File: src/sv/fmart_pkg.sv
// package for the first-match access rule table
// shared constants, action and status codes, command and status structs
`timescale 1ns / 1ps

package fmart_pkg;

    localparam int MaxRulesDefault   = 64;
    localparam int LabelCountDefault = 64;
    localparam int LabelW            = 6;
    localparam int MaskW             = 8;
    localparam int CountW            = 32;
    localparam int RuleCountW        = 7;
    localparam int EntryW            = 2 * LabelW + 2 + MaskW;

    localparam logic [1:0] ActCheck  = 2'd0;
    localparam logic [1:0] ActAppend = 2'd1;
    localparam logic [1:0] ActFlush  = 2'd2;
    localparam logic [1:0] ActRead   = 2'd3;

    localparam logic [1:0] StOk   = 2'd0;
    localparam logic [1:0] StFull = 2'd1;
    localparam logic [1:0] StIdx  = 2'd2;

    typedef struct packed {
        logic [LabelW-1:0] subj;
        logic              subj_any;
        logic [LabelW-1:0] obj;
        logic              obj_any;
        logic [MaskW-1:0]  mask;
    } t_rule;

    typedef struct packed {
        logic load;
        logic scan_start;
        logic scan_step;
        logic rd_issue;
        logic do_append;
        logic do_flush;
        logic clr_step;
        logic cnt_rd;
        logic cnt_wr;
    } t_cmd;

    typedef struct packed {
        logic scan_done;
        logic full;
        logic idx_bad;
        logic clr_done;
    } t_stat;

    function automatic logic [CountW-1:0] sat_inc(input logic [CountW-1:0] v);
        return (v == '1) ? v : v + 1'b1;
    endfunction

endpackage

File: src/sv/fmart_ctrl.sv
// controller state machine of the rule table
// depends on fmart_pkg, steers fmart_datapath
`timescale 1ns / 1ps

module fmart_ctrl import fmart_pkg::*; (
    input  logic       i_clk,
    input  logic       i_rst_n,
    input  logic       i_in_valid,
    input  logic [1:0] i_act,
    output logic       o_in_ready,
    output logic       o_out_valid,
    input  logic       i_out_ready,
    input  t_stat      i_stat,
    output t_cmd       o_cmd
);
    typedef enum logic [2:0] {
        S_CLEAR, S_IDLE, S_SCAN, S_CNT_RD, S_CNT_WR, S_READ, S_READ2, S_OUT
    } t_state;

    t_state r_state, n_state;
    logic [1:0] r_act;

    assign o_in_ready  = (r_state == S_IDLE);
    assign o_out_valid = (r_state == S_OUT);

    always_comb begin
        n_state = r_state;
        o_cmd   = '0;
        case (r_state)
            S_CLEAR: begin
                o_cmd.clr_step = 1'b1;
                o_cmd.do_flush = (r_act == ActFlush);
                if (i_stat.clr_done) n_state = (r_act == ActFlush) ? S_OUT : S_IDLE;
            end
            S_IDLE: begin
                if (i_in_valid) begin
                    o_cmd.load = 1'b1;
                    case (i_act)
                        ActCheck:  n_state = S_SCAN;
                        ActRead:   n_state = S_READ;
                        ActAppend: n_state = S_READ2;
                        default:   n_state = S_CLEAR;
                    endcase
                end
            end
            S_SCAN: begin
                o_cmd.scan_step = 1'b1;
                if (i_stat.scan_done) n_state = S_CNT_RD;
            end
            S_CNT_RD: begin
                o_cmd.cnt_rd = 1'b1;
                n_state      = S_CNT_WR;
            end
            S_CNT_WR: begin
                o_cmd.cnt_wr = 1'b1;
                n_state      = S_OUT;
            end
            S_READ: begin
                o_cmd.rd_issue = 1'b1;
                o_cmd.cnt_rd   = 1'b0;
                n_state        = S_OUT;
            end
            S_READ2: begin
                o_cmd.rd_issue  = 1'b1;
                o_cmd.do_append = 1'b1;
                n_state         = S_OUT;
            end
            S_OUT: begin
                if (i_out_ready) n_state = S_IDLE;
            end
            default: n_state = S_IDLE;
        endcase
    end

    always_ff @(posedge i_clk) begin
        if (!i_rst_n) begin
            r_state <= S_CLEAR;
            r_act   <= ActCheck;
        end else begin
            r_state <= n_state;
            if (o_cmd.load) r_act <= i_act;
        end
    end

endmodule

File: config.mk
export PLATFORM = sky130hd
export DESIGN_NAME = fmart_ctrl
export DESIGN_NICKNAME = d
export VERILOG_FILES = /design/src/sv/fmart_pkg.sv /design/src/sv/fmart_ctrl.sv
export SDC_FILE = /design/constraint.sdc
export NUM_CORES = 1
export LEC_CHECK = 0
export ABC_AREA = 0
export BUFFER_PORTS_ARGS = -buffer_cell sky130_fd_sc_hd__buf_2
export CAP_MARGIN = 25
export CORE_AREA = 2 2 39 41
export CTS_CLUSTER_DIAMETER = 100
export DETAILED_ROUTE_END_ITERATION = 12
export DIE_AREA = 0 0 41 43
export PLACE_DENSITY_LB_ADDON = 0.25
export SLEW_MARGIN = 0
export SYNTH_ARGS = -nofsm -noshare
export SYNTH_HDL_FRONTEND = slang
export SYNTH_SLANG_ARGS = --single-unit
export TNS_END_PERCENT = 10
File: constraint.sdc
create_clock -name i_clk -period 2.5 [get_ports i_clk]
set_input_delay 0.25 -clock i_clk [delete_from_list [all_inputs] [get_ports i_clk]]
set_output_delay 0.25 -clock i_clk [all_outputs]
set_load 0.01 [all_outputs]
# After elaboration in Yosys (flattened, before gate mapping)

Index checks and enable logic that the tools add are counted.

Output and inout bits: 11
Word-level logic and storage cells: 36
Bits of input ports: 10
Register bits after elaboration: 5

Reductions and logical operators: 5
Eq/ne operators: 14
Muxes and demuxes: 15

Operator list:

| operator           | count |
|---|---|
| $pmux 3 s6         | 1 |
| $mux 3             | 5 |
| $eq 3x3->1 const B | 4 |
| $pmux 3 s3         | 1 |
| $mux 1             | 7 |
| $eq 3x2->1 const B | 2 |
| $ne 2x2->1 const B | 3 |
| $eq 2x2->1 const B | 2 |
| $reduce_and 4->1   | 1 |
| $eq 3x1->1 const B | 1 |
| $logic_not 3->1    | 1 |
| $reduce_or 3->1    | 1 |
| $eq 2x1->1 const B | 1 |
| $logic_not 2->1    | 1 |
| $mux 2             | 1 |
| $ne 2x1->1 const B | 1 |
| $reduce_or 2->1    | 1 |

# Logic depth before layout (Yosys ltp)

Gate-level depths: netlist of the first run.

Depth after elaboration: 4
Gate-level depth with buffers: 5
Mapped depth without buffers: 4

# Least setup slack after synthesis of the first run

OpenSTA, ideal clock, no wires.

Kind: reg-to-reg
From: register r_state[2]
To: register r_act[0]
Data arrival time: 1.168 ns
Data required time: 2.384 ns
Library setup time: 0.116 ns
Buffers on the path: 1
Period minus slack after synthesis: 1.284 ns
Path slack: 1.216 ns
Cell stages (with the launch flop): 6
Cells stage by stage: dfxtp_1 -> buf_6 -> nand2b_4 -> nor3b_2 -> mux2i_1 -> nor2_1

RTL lines:

| element                  | RTL line         | RTL |
|---|---|---|
| start: declaration       | fmart_ctrl.sv:20 | `t_state r_state, n_state;` |
| start signal: assignment | fmart_ctrl.sv:80 | `r_state <= n_state;` |
| end signal: assignment   | fmart_ctrl.sv:78 | `r_act <= ActCheck;` |
| end signal: assignment   | fmart_ctrl.sv:81 | `if (o_cmd.load) r_act <= i_act;` |
| end: declaration         | fmart_ctrl.sv:21 | `logic [1:0] r_act;` |

==> results.sh, run 1 <==
export IMPL_run_status="finished, final reports clean"
export IMPL_holdPathEnd="r_state[2]$_SDFFE_PN0P_"
export IMPL_hp_class="in -> reg"
export IMPL_regToRegStartpoint="r_state[1]$_SDFFE_PN0P_"
export IMPL_grt_total_usage_pct=12.5
export IMPL_tns_ps=0
export IMPL_final_cell_mix="buf_2, nor2_1, nand2_1, dfxtp_1, inv_1"
export IMPL_yosys_area_top_type_share_pct=25.5
export IMPL_syn_inst=50
export IMPL_top_layer_used="met4"
export IMPL_grt_max_degree=15
export IMPL_fin_area_sq_um=495
export IMPL_route_met3_wl_um=53
export IMPL_clkLatencyLatePin_ps=240
export IMPL_synth_edf_count=0
export IMPL_tightest_slew_ps=505
export IMPL_synth_warnings=0
export IMPL_synthAdderAreaFrac_pct=0
export IMPL_ys_ff_latch=5
export IMPL_finalCoreUtilization_pct=35.8
export IMPL_gp_congestion=0.758
export IMPL_finalHoldViolations=0
export IMPL_dp_hpwl_um=694
export IMPL_whs_path_depth=2
export IMPL_dieArea_sq_um=1760
export IMPL_setup_viol_count_final=0
export IMPL_dr_first_iter_drc_count=14
export IMPL_cts_max_level=1
export IMPL_wl_met2_um=403
export IMPL_combPwrFrac_pct=47.7
export IMPL_place_area_sq_um=469
export IMPL_vias=395
export IMPL_p_switching_uw=213
export IMPL_cts_resized=0
export IMPL_r2r_end="r_state[1]$_SDFFE_PN0P_"
export IMPL_swShare_pct=43.9
export IMPL_area_growth_pct=26.1
export IMPL_clock_sinks=5
export IMPL_period_needed_ps=1740
export IMPL_synth_compound_area_share_pct=15.3
export IMPL_critical_path_class="reg -> out"
export IMPL_yosysTopAreaCell="dfxtp_1"
export IMPL_n_antenna_cell=0
export IMPL_antenna_found_initial=0
export IMPL_yosys_cell_types_count=26
export IMPL_cap_violations=0
export IMPL_cts_buffers=3
export IMPL_synthSimpleGateAreaFrac_pct=37.3
export IMPL_grt_pass1_vias=337
export IMPL_syn_nets=60
export IMPL_ir_drop_v=0.000385
export IMPL_powerDensity_nw_per_um2=980
export IMPL_synth_async_reset_ratio_pct=0
export IMPL_pwr_share_seq_pct=33.0
export IMPL_synth_area_mux_share_pct=7.64
export IMPL_startpoint_type="flop"
export IMPL_cts_max_path_buffers=2
export IMPL_drt_met1_wl_um=458
export IMPL_num_rows=14
export IMPL_syn_area_per_cell_sq_um=7.86
export IMPL_power_uw=485
export IMPL_layout_cells_most_common="buf_2"
export IMPL_overflow=0
export IMPL_clock_fmax_mhz=574
export IMPL_power_share_clock_pct=19.3
export IMPL_drc=0
export IMPL_synth_top_family_by_area="simple AND/OR/NAND/NOR gates"
export IMPL_drt_first_pass_iters=4
export IMPL_via_per_inst=4.76
export IMPL_synth_xor_area_share_pct=2.23
export IMPL_startpoint="r_state[0]$_SDFFE_PN0P_"
export IMPL_cts_root_buf="clkbuf_4"
export IMPL_drt_antenna_violating_nets=0
export IMPL_rsz0062_at_grt="false"
export IMPL_cts_clk_slew_worst_paths_ps=40
export IMPL_cp_end_kind="output pin"
export IMPL_finalWirelength_um=946
export IMPL_core_area_sq_um=1380
export IMPL_post_cts_repair_setup_buffers=0
export IMPL_netlist_top_cells_area="dfxtp_1, mux2i_1, nand2_1, nor2_1, o32ai_2"
export IMPL_nets=78
export IMPL_finalClockSkew_ps=2.74
export IMPL_netlist_area_sq_um=393
export IMPL_cts_tree="yes"
export IMPL_initial_core_util_pct=28.4
export IMPL_r2r_cells=4
export IMPL_fp_dieH_um=43
export IMPL_grt_pass1_wl_um=1420
export IMPL_cp_max_fo=12
export IMPL_io_buffer_count=17
export IMPL_post_drt_wl_per_cell_um=11.4
export IMPL_r2r_setup_slack_ps=950
export IMPL_crit_required_ps=2250
export IMPL_synthFlopType="dfxtp_1"
export IMPL_crit_arrival_ps=1490
export IMPL_layout_drive_gt1_share_pct=34.3
export IMPL_holdBufCountCts=0
export IMPL_p_leak_uw=0.000246
export IMPL_seq_area_frac_synth_pct=25.5
export IMPL_slew_viol_final=0
export IMPL_slew_headroom_pct=66.3
export IMPL_ios=21
export IMPL_min_from="i_out_ready"
export IMPL_die_w_um=41
export IMPL_p_int_uw=273
export IMPL_period_share_pct=69.7
[through the flow]
step	instances	hold WS [ps]	setup WS, ps
floorplan	50	369	1220
global placement	79	476	966
detailed placement	79	482	973
CTS	83	231	769
global route	83	236	693
finish	83	242	758
[registers in the layout (all words and copies together) (netlist names)]
register / cells
r_act: 2
r_state: 3
[how the worst max path moves through the flow]
stage                                         end  slack [ps]  cells past startpoint
after detailed placement  r_state[1]$_SDFFE_PN0P_         970                      4
after floorplan             r_act[0]$_SDFFE_PN0P_        1220                      5
after global placement    r_state[1]$_SDFFE_PN0P_         970                      4
after CTS                                o_cmd[8]         770                      3
final                                    o_cmd[8]         760                      3
after global routing                     o_cmd[4]         690                      3
[cell usage after synthesis, types with 2 or more instances]
master   number
dfxtp_1       5
nand2_1       5
nor2_1        5
inv_1         4
a21oi_1       3
mux2i_1       3
nand3_1       3
and2_1        2
buf_2         2
nor3b_1       2
[power by group through the flow]
stage	Clock (uW)	Sequential [uW]	Combinational, uW
6_report	93.8	160	232
3_3_place_gp	0	161	227
2_1_floorplan	0	119	215
4_1_cts	98.9	158	233
5_1_grt	104	166	255
3_5_place_dp	0	160	233
[cell type report]
cell class | instances | area (sq um)
Sequential cell | 5 | 100
Timing Repair Buffer | 17 | 85.1
Inverter | 4 | 15.0
Fill cell | 159 | 888
Tap cell | 16 | 20.0
Multi-Input combinational cell | 37 | 249
Clock buffer | 4 | 26.3
[logic make-up (layout without fill, tap and decap cells)]
group	count (synthesis)	after routing
AOI/OAI and AO/OA	7	7
DFF	5	5
other	1	1
buffers and inverters	8	25
muxes	3	3
and+or+nand+nor	25	25
xor gates and xnor gates	1	1
[worst max-delay path: stages, from the launching register on]
cell and delay (ps):
dfxtp_1 600, nand2b_4 130, nor3b_2 320, buf_2 190
[metal layers]
layer  global-route usage, %  up-vias
li1                        -      207
met1                    15.8      169
met2                    15.9       15
met3                    1.57        4
met4                    14.0        0
met5                       0        -
No activity file was read; power rests on OpenSTA's default activity.
==> run 2: changes to the inputs <==
==> constraint.sdc (replaced) <==
create_clock -name i_clk -period 1.5 [get_ports i_clk]
set_input_delay 0.15 -clock i_clk [delete_from_list [all_inputs] [get_ports i_clk]]
set_output_delay 0.15 -clock i_clk [all_outputs]
set_load 0.01 [all_outputs]
==> results.sh, run 2 (synthesis gave the netlist of run 1 again) <==
export IMPL_cts_root_buf="clkbuf_4"
export IMPL_period_share_pct=94.1
export IMPL_pre_cts_slack_ps=132
export IMPL_drt_first_pass_iters=2
export IMPL_ir_drop_v=0.000783
export IMPL_seq_area_sq_um=103
export IMPL_powerDensity_nw_per_um2=1590
export IMPL_clkLatencyLatePin_ps=240
export IMPL_largestRegisters="r_state (3), r_act (2)"
export IMPL_ios=21
export IMPL_slew_viol_final=0
export IMPL_power_share_clock_pct=18.2
export IMPL_fp_dieH_um=43
export IMPL_clock_fmax_mhz=708
export IMPL_io_buffer_count=17
export IMPL_gp_congestion=0.724
export IMPL_antenna_found_initial=0
export IMPL_p_leak_uw=0.000270
export IMPL_p_int_uw=489
export IMPL_grt_pass1_wl_um=1410
export IMPL_die_w_um=41
export IMPL_cp_max_fo=6
export IMPL_finalWirelength_um=886
export IMPL_crit_required_ps=1350
export IMPL_cts_buffers=3
export IMPL_initial_core_util_pct=28.4
export IMPL_multi_input_area_sq_um=249
export IMPL_n_antenna_cell=0
export IMPL_largest_reg_flops=3
export IMPL_post_drt_wl_per_cell_um=10.2
export IMPL_finalHoldViolations=0
export IMPL_dieArea_sq_um=1760
export IMPL_vias=398
export IMPL_dp_hpwl_um=752
export IMPL_rsz0062_at_grt="false"
export IMPL_cap_violations=0
export IMPL_run_status="finished, final reports clean"
export IMPL_nets=82
export IMPL_top_register="r_state"
export IMPL_grt_total_usage_pct=11.9
export IMPL_clock_sinks=5
export IMPL_cts_tree="yes"
export IMPL_crit_arrival_ps=1260
export IMPL_period_needed_ps=1410
export IMPL_area_growth_pct=34.7
export IMPL_drt_antenna_violating_nets=0
export IMPL_grt_pass1_vias=344
export IMPL_num_rows=14
export IMPL_critical_path_class="reg -> out"
export IMPL_combPwrFrac_pct=55.1
export IMPL_layout_drive_gt1_share_pct=42.3
export IMPL_finalWorstSetupSlack_ps=87.9
export IMPL_hp_class="in -> reg"
export IMPL_swShare_pct=41.8
export IMPL_core_area_sq_um=1380
export IMPL_final_cell_mix="buf_2, nor2_1, nand2_1, inv_1, buf_4"
export IMPL_dr_first_iter_drc_count=3
export IMPL_p_switching_uw=352
export IMPL_startpoint_type="flop"
export IMPL_finalClockSkew_ps=6.54
export IMPL_finalCoreUtilization_pct=38.2
export IMPL_post_cts_repair_setup_buffers=0
export IMPL_pwr_share_seq_pct=26.7
export IMPL_layout_cells_most_common="buf_2"
export IMPL_cts_clk_slew_worst_paths_ps=40
export IMPL_grt_max_degree=10
export IMPL_tns_ps=0
export IMPL_nFillCells=167
export IMPL_holdWs_ps=132
export IMPL_cts_max_path_buffers=2
export IMPL_via_per_inst=4.57
export IMPL_setup_viol_count_final=0
export IMPL_overflow=0
export IMPL_cts_max_level=1
export IMPL_drc=0
export IMPL_cp_end_kind="output pin"
[run 2: cell types whose count changed in the layout (fill, tap and decap cells not counted), sizes merged]
cell,change
clkbuf,-1
buf,+4
clkinv,+1
[run 2: layout make-up]
class	count	area share, %
Clock inverter	1	0.946
Tap cell	16	3.78
Sequential cell	5	19.4
Multi-Input combinational cell	37	47.0
Timing Repair Buffer	21	21.7
Clock buffer	3	4.26
Inverter	4	2.84
[run 2: stage by stage]
stage          power (uW)  instances  instance area (sq um)
6_report              841         87                    529
5_1_grt               913         87                    529
3_5_place_dp          690         83                    499
3_3_place_gp          686         83                    499
4_1_cts               851         87                    528
2_1_floorplan         556         50                    393
[run 2: critical path: stages, from the launching register on]
cell,delay (ps)
dfxtp_1,350
nand2b_4,180
nor3b_2,300
buf_2,200
[run 2: worst paths after layout]
check	from	endpoint	cells past startpoint	slack, ps
worst max-delay path	r_state[2]$_SDFFE_PN0P_	o_cmd[8]	3	90
worst min register to register	r_act[1]$_SDFFE_PN0P_	r_act[1]$_SDFFE_PN0P_	2	490
worst min-delay path	i_out_ready	r_state[2]$_SDFFE_PN0P_	2	130
worst max register to register	r_state[0]$_SDFFE_PN0P_	r_state[1]$_SDFFE_PN0P_	5	210
[run 2: per-layer routing]
metal | up-vias | track usage [%] | share of wire (%)
li1 | 215 | - | -
met1 | 170 | 15.8 | 47
met2 | 11 | 15.9 | 46
met3 | 2 | 1.57 | 5.8
met4 | 0 | 10.0 | 1.5
met5 | - | 0 | 0
[run 2: repair_timing]
action / 4_1_cts / 5_1_grt
hold buffers: 0 / 0
resized for setup: 1 / 1
endpoints found under the setup margin: 1 / 3
hold endpoints to repair: 0 / 0
[run 2: power groups by stage]
stage / sequential [uW] / combinational (uW) / clock, uW
final: 225 / 463 / 153
after global routing: 233 / 512 / 167
after CTS: 222 / 466 / 163
after detailed placement: 223 / 467 / 0
after global placement: 221 / 465 / 0
after floorplan: 198 / 359 / 0
==> run 3: changes to the inputs <==
==> constraint.sdc (replaced) <==
create_clock -name i_clk -period 1.5 [get_ports i_clk]
set_input_delay 0.075 -clock i_clk [delete_from_list [all_inputs] [get_ports i_clk]]
set_output_delay 0.075 -clock i_clk [all_outputs]
set_load 0.01 [all_outputs]
==> results.sh, run 3 (synthesis gave the netlist of run 1 again) <==
export IMPL_run_status="finished, final reports clean"
export IMPL_final_cell_mix="buf_2, nor2_1, nand2_1, dfxtp_1"
export IMPL_drt_antenna_violating_nets=0
export IMPL_cp_end_kind="output pin"
export IMPL_layout_cells_most_common="buf_2"
export IMPL_initial_core_util_pct=28.4
export IMPL_grt_pass1_vias=333
export IMPL_path_cells="nand2b_4 > nor3b_2 > buf_2"
export IMPL_holdBufCountCts=0
export IMPL_hp_class="in -> reg"
export IMPL_clock_fmax_mhz=732
export IMPL_period_share_pct=91.1
export IMPL_period_needed_ps=1370
export IMPL_cts_tree="yes"
export IMPL_critPathMaxStageDelay_ps=440
export IMPL_cts_buffers=3
export IMPL_crit_arrival_ps=1290
export IMPL_ir_drop_v=0.000533
export IMPL_nets=82
export IMPL_top_register="r_state"
export IMPL_critical_path_class="reg -> out"
export IMPL_p_leak_uw=0.000266
export IMPL_n_antenna_cell=0
export IMPL_cp_max_fo=5
export IMPL_power_uw=838
export IMPL_startpoint_type="flop"
export IMPL_gp_congestion=0.776
export IMPL_finalWorstSetupSlack_ps=133
export IMPL_tns_ps=0
export IMPL_nFillCells=150
export IMPL_holdWs_ps=48.8
export IMPL_pre_cts_slack_ps=180
export IMPL_layout_drive_gt1_share_pct=38.0
export IMPL_dr_first_iter_drc_count=4
export IMPL_largestRegisters="r_state (3), r_act (2)"
export IMPL_stdcell_count=87
export IMPL_clock_sinks=5
export IMPL_grt_max_degree=11
export IMPL_drc=0
export IMPL_dpl_cell_count=83
export IMPL_crit_path_top_delay_cell="dfxtp_1"
export IMPL_finalWirelength_um=906
export IMPL_post_drt_wl_per_cell_um=10.4
export IMPL_finalHoldViolations=0
export IMPL_cts_resized=0
export IMPL_num_rows=14
export IMPL_fp_dieH_um=43
export IMPL_antenna_found_initial=0
export IMPL_via_per_inst=4.74
export IMPL_core_area_sq_um=1380
export IMPL_die_w_um=41
export IMPL_area_growth_pct=33.8
export IMPL_overflow=0
export IMPL_vias=412
export IMPL_dieArea_sq_um=1760
export IMPL_drt_first_pass_iters=2
export IMPL_cts_root_buf="clkbuf_4"
export IMPL_grt_pass1_wl_um=1390
export IMPL_ios=21
export IMPL_dp_hpwl_um=727
export IMPL_crit_required_ps=1420
export IMPL_slew_viol_final=0
export IMPL_cts_max_level=1
export IMPL_setup_viol_count_final=0
export IMPL_finalClockSkew_ps=6.61
export IMPL_clkLatencyLatePin_ps=240
export IMPL_post_cts_repair_setup_buffers=0
export IMPL_powerDensity_nw_per_um2=1590
export IMPL_largest_reg_flops=3
export IMPL_cap_violations=0
export IMPL_cts_clk_slew_worst_paths_ps=50
export IMPL_rsz0062_at_grt="false"
export IMPL_cts_max_path_buffers=2
export IMPL_io_buffer_count=17
export IMPL_grt_total_usage_pct=12.2
run 3: cell types whose count changed in the layout (fill, tap and decap cells not counted), sizes merged:
| cell | change |
|---|---|
| clkinv | -1 |
| clkbuf | +1 |
run 3: worst paths after layout:
check / from / endpoint / slack [ps] / cells past startpoint
worst max-delay path: r_state[0]$_SDFFE_PN0P_ / o_cmd[8] / 130 / 3
worst min register to register: r_act[0]$_SDFFE_PN0P_ / r_act[0]$_SDFFE_PN0P_ / 480 / 2
worst min-delay path: i_out_ready / r_state[2]$_SDFFE_PN0P_ / 50 / 2
worst max register to register: r_state[0]$_SDFFE_PN0P_ / r_state[1]$_SDFFE_PN0P_ / 180 / 4
run 3: metal layers:
metal | wire (um) | GRT usage [%] | vias up
met1 | 410 | 15.5 | 180
met3 | 62 | 1.57 | 2
li1 | - | - | 219
met4 | 22 | 12.0 | 0
met5 | 0 | 0 | -
met2 | 410 | 16.3 | 11
run 3: power breakdown:
part / leakage [uW] / internal, uW / switching (uW)
Combinational: 0.000210 / 220 / 256
Sequential: 0.0000410 / 168 / 39.9
Clock: 0.0000150 / 100 / 53.1
run 3: area by class of cell:
cell class,count,area (sq um),share of cell area (%)
repair buffers,21,115,21.9
multi-input cells,37,249,47.4
flip-flops and latches,5,100,19.0
inverters,4,15.0,2.86
well taps,16,20.0,3.81
clock buffers,4,26.3,5.00
run 3: through the flow:
step	instance area (sq um)	util, %
6_report	526	38.0
5_1_grt	526	38.0
4_1_cts	526	38.0
3_5_place_dp	499	36.1
3_3_place_gp	499	36.1
2_1_floorplan	393	-
run 3: critical path: cells and delay by family (launching register included):
| kind | cells | cell delay (ps) |
|---|---|---|
| flip-flops | 1 | 440 |
| AND/OR/NAND/NOR | 2 | 420 |
| buffers and inverters | 1 | 190 |
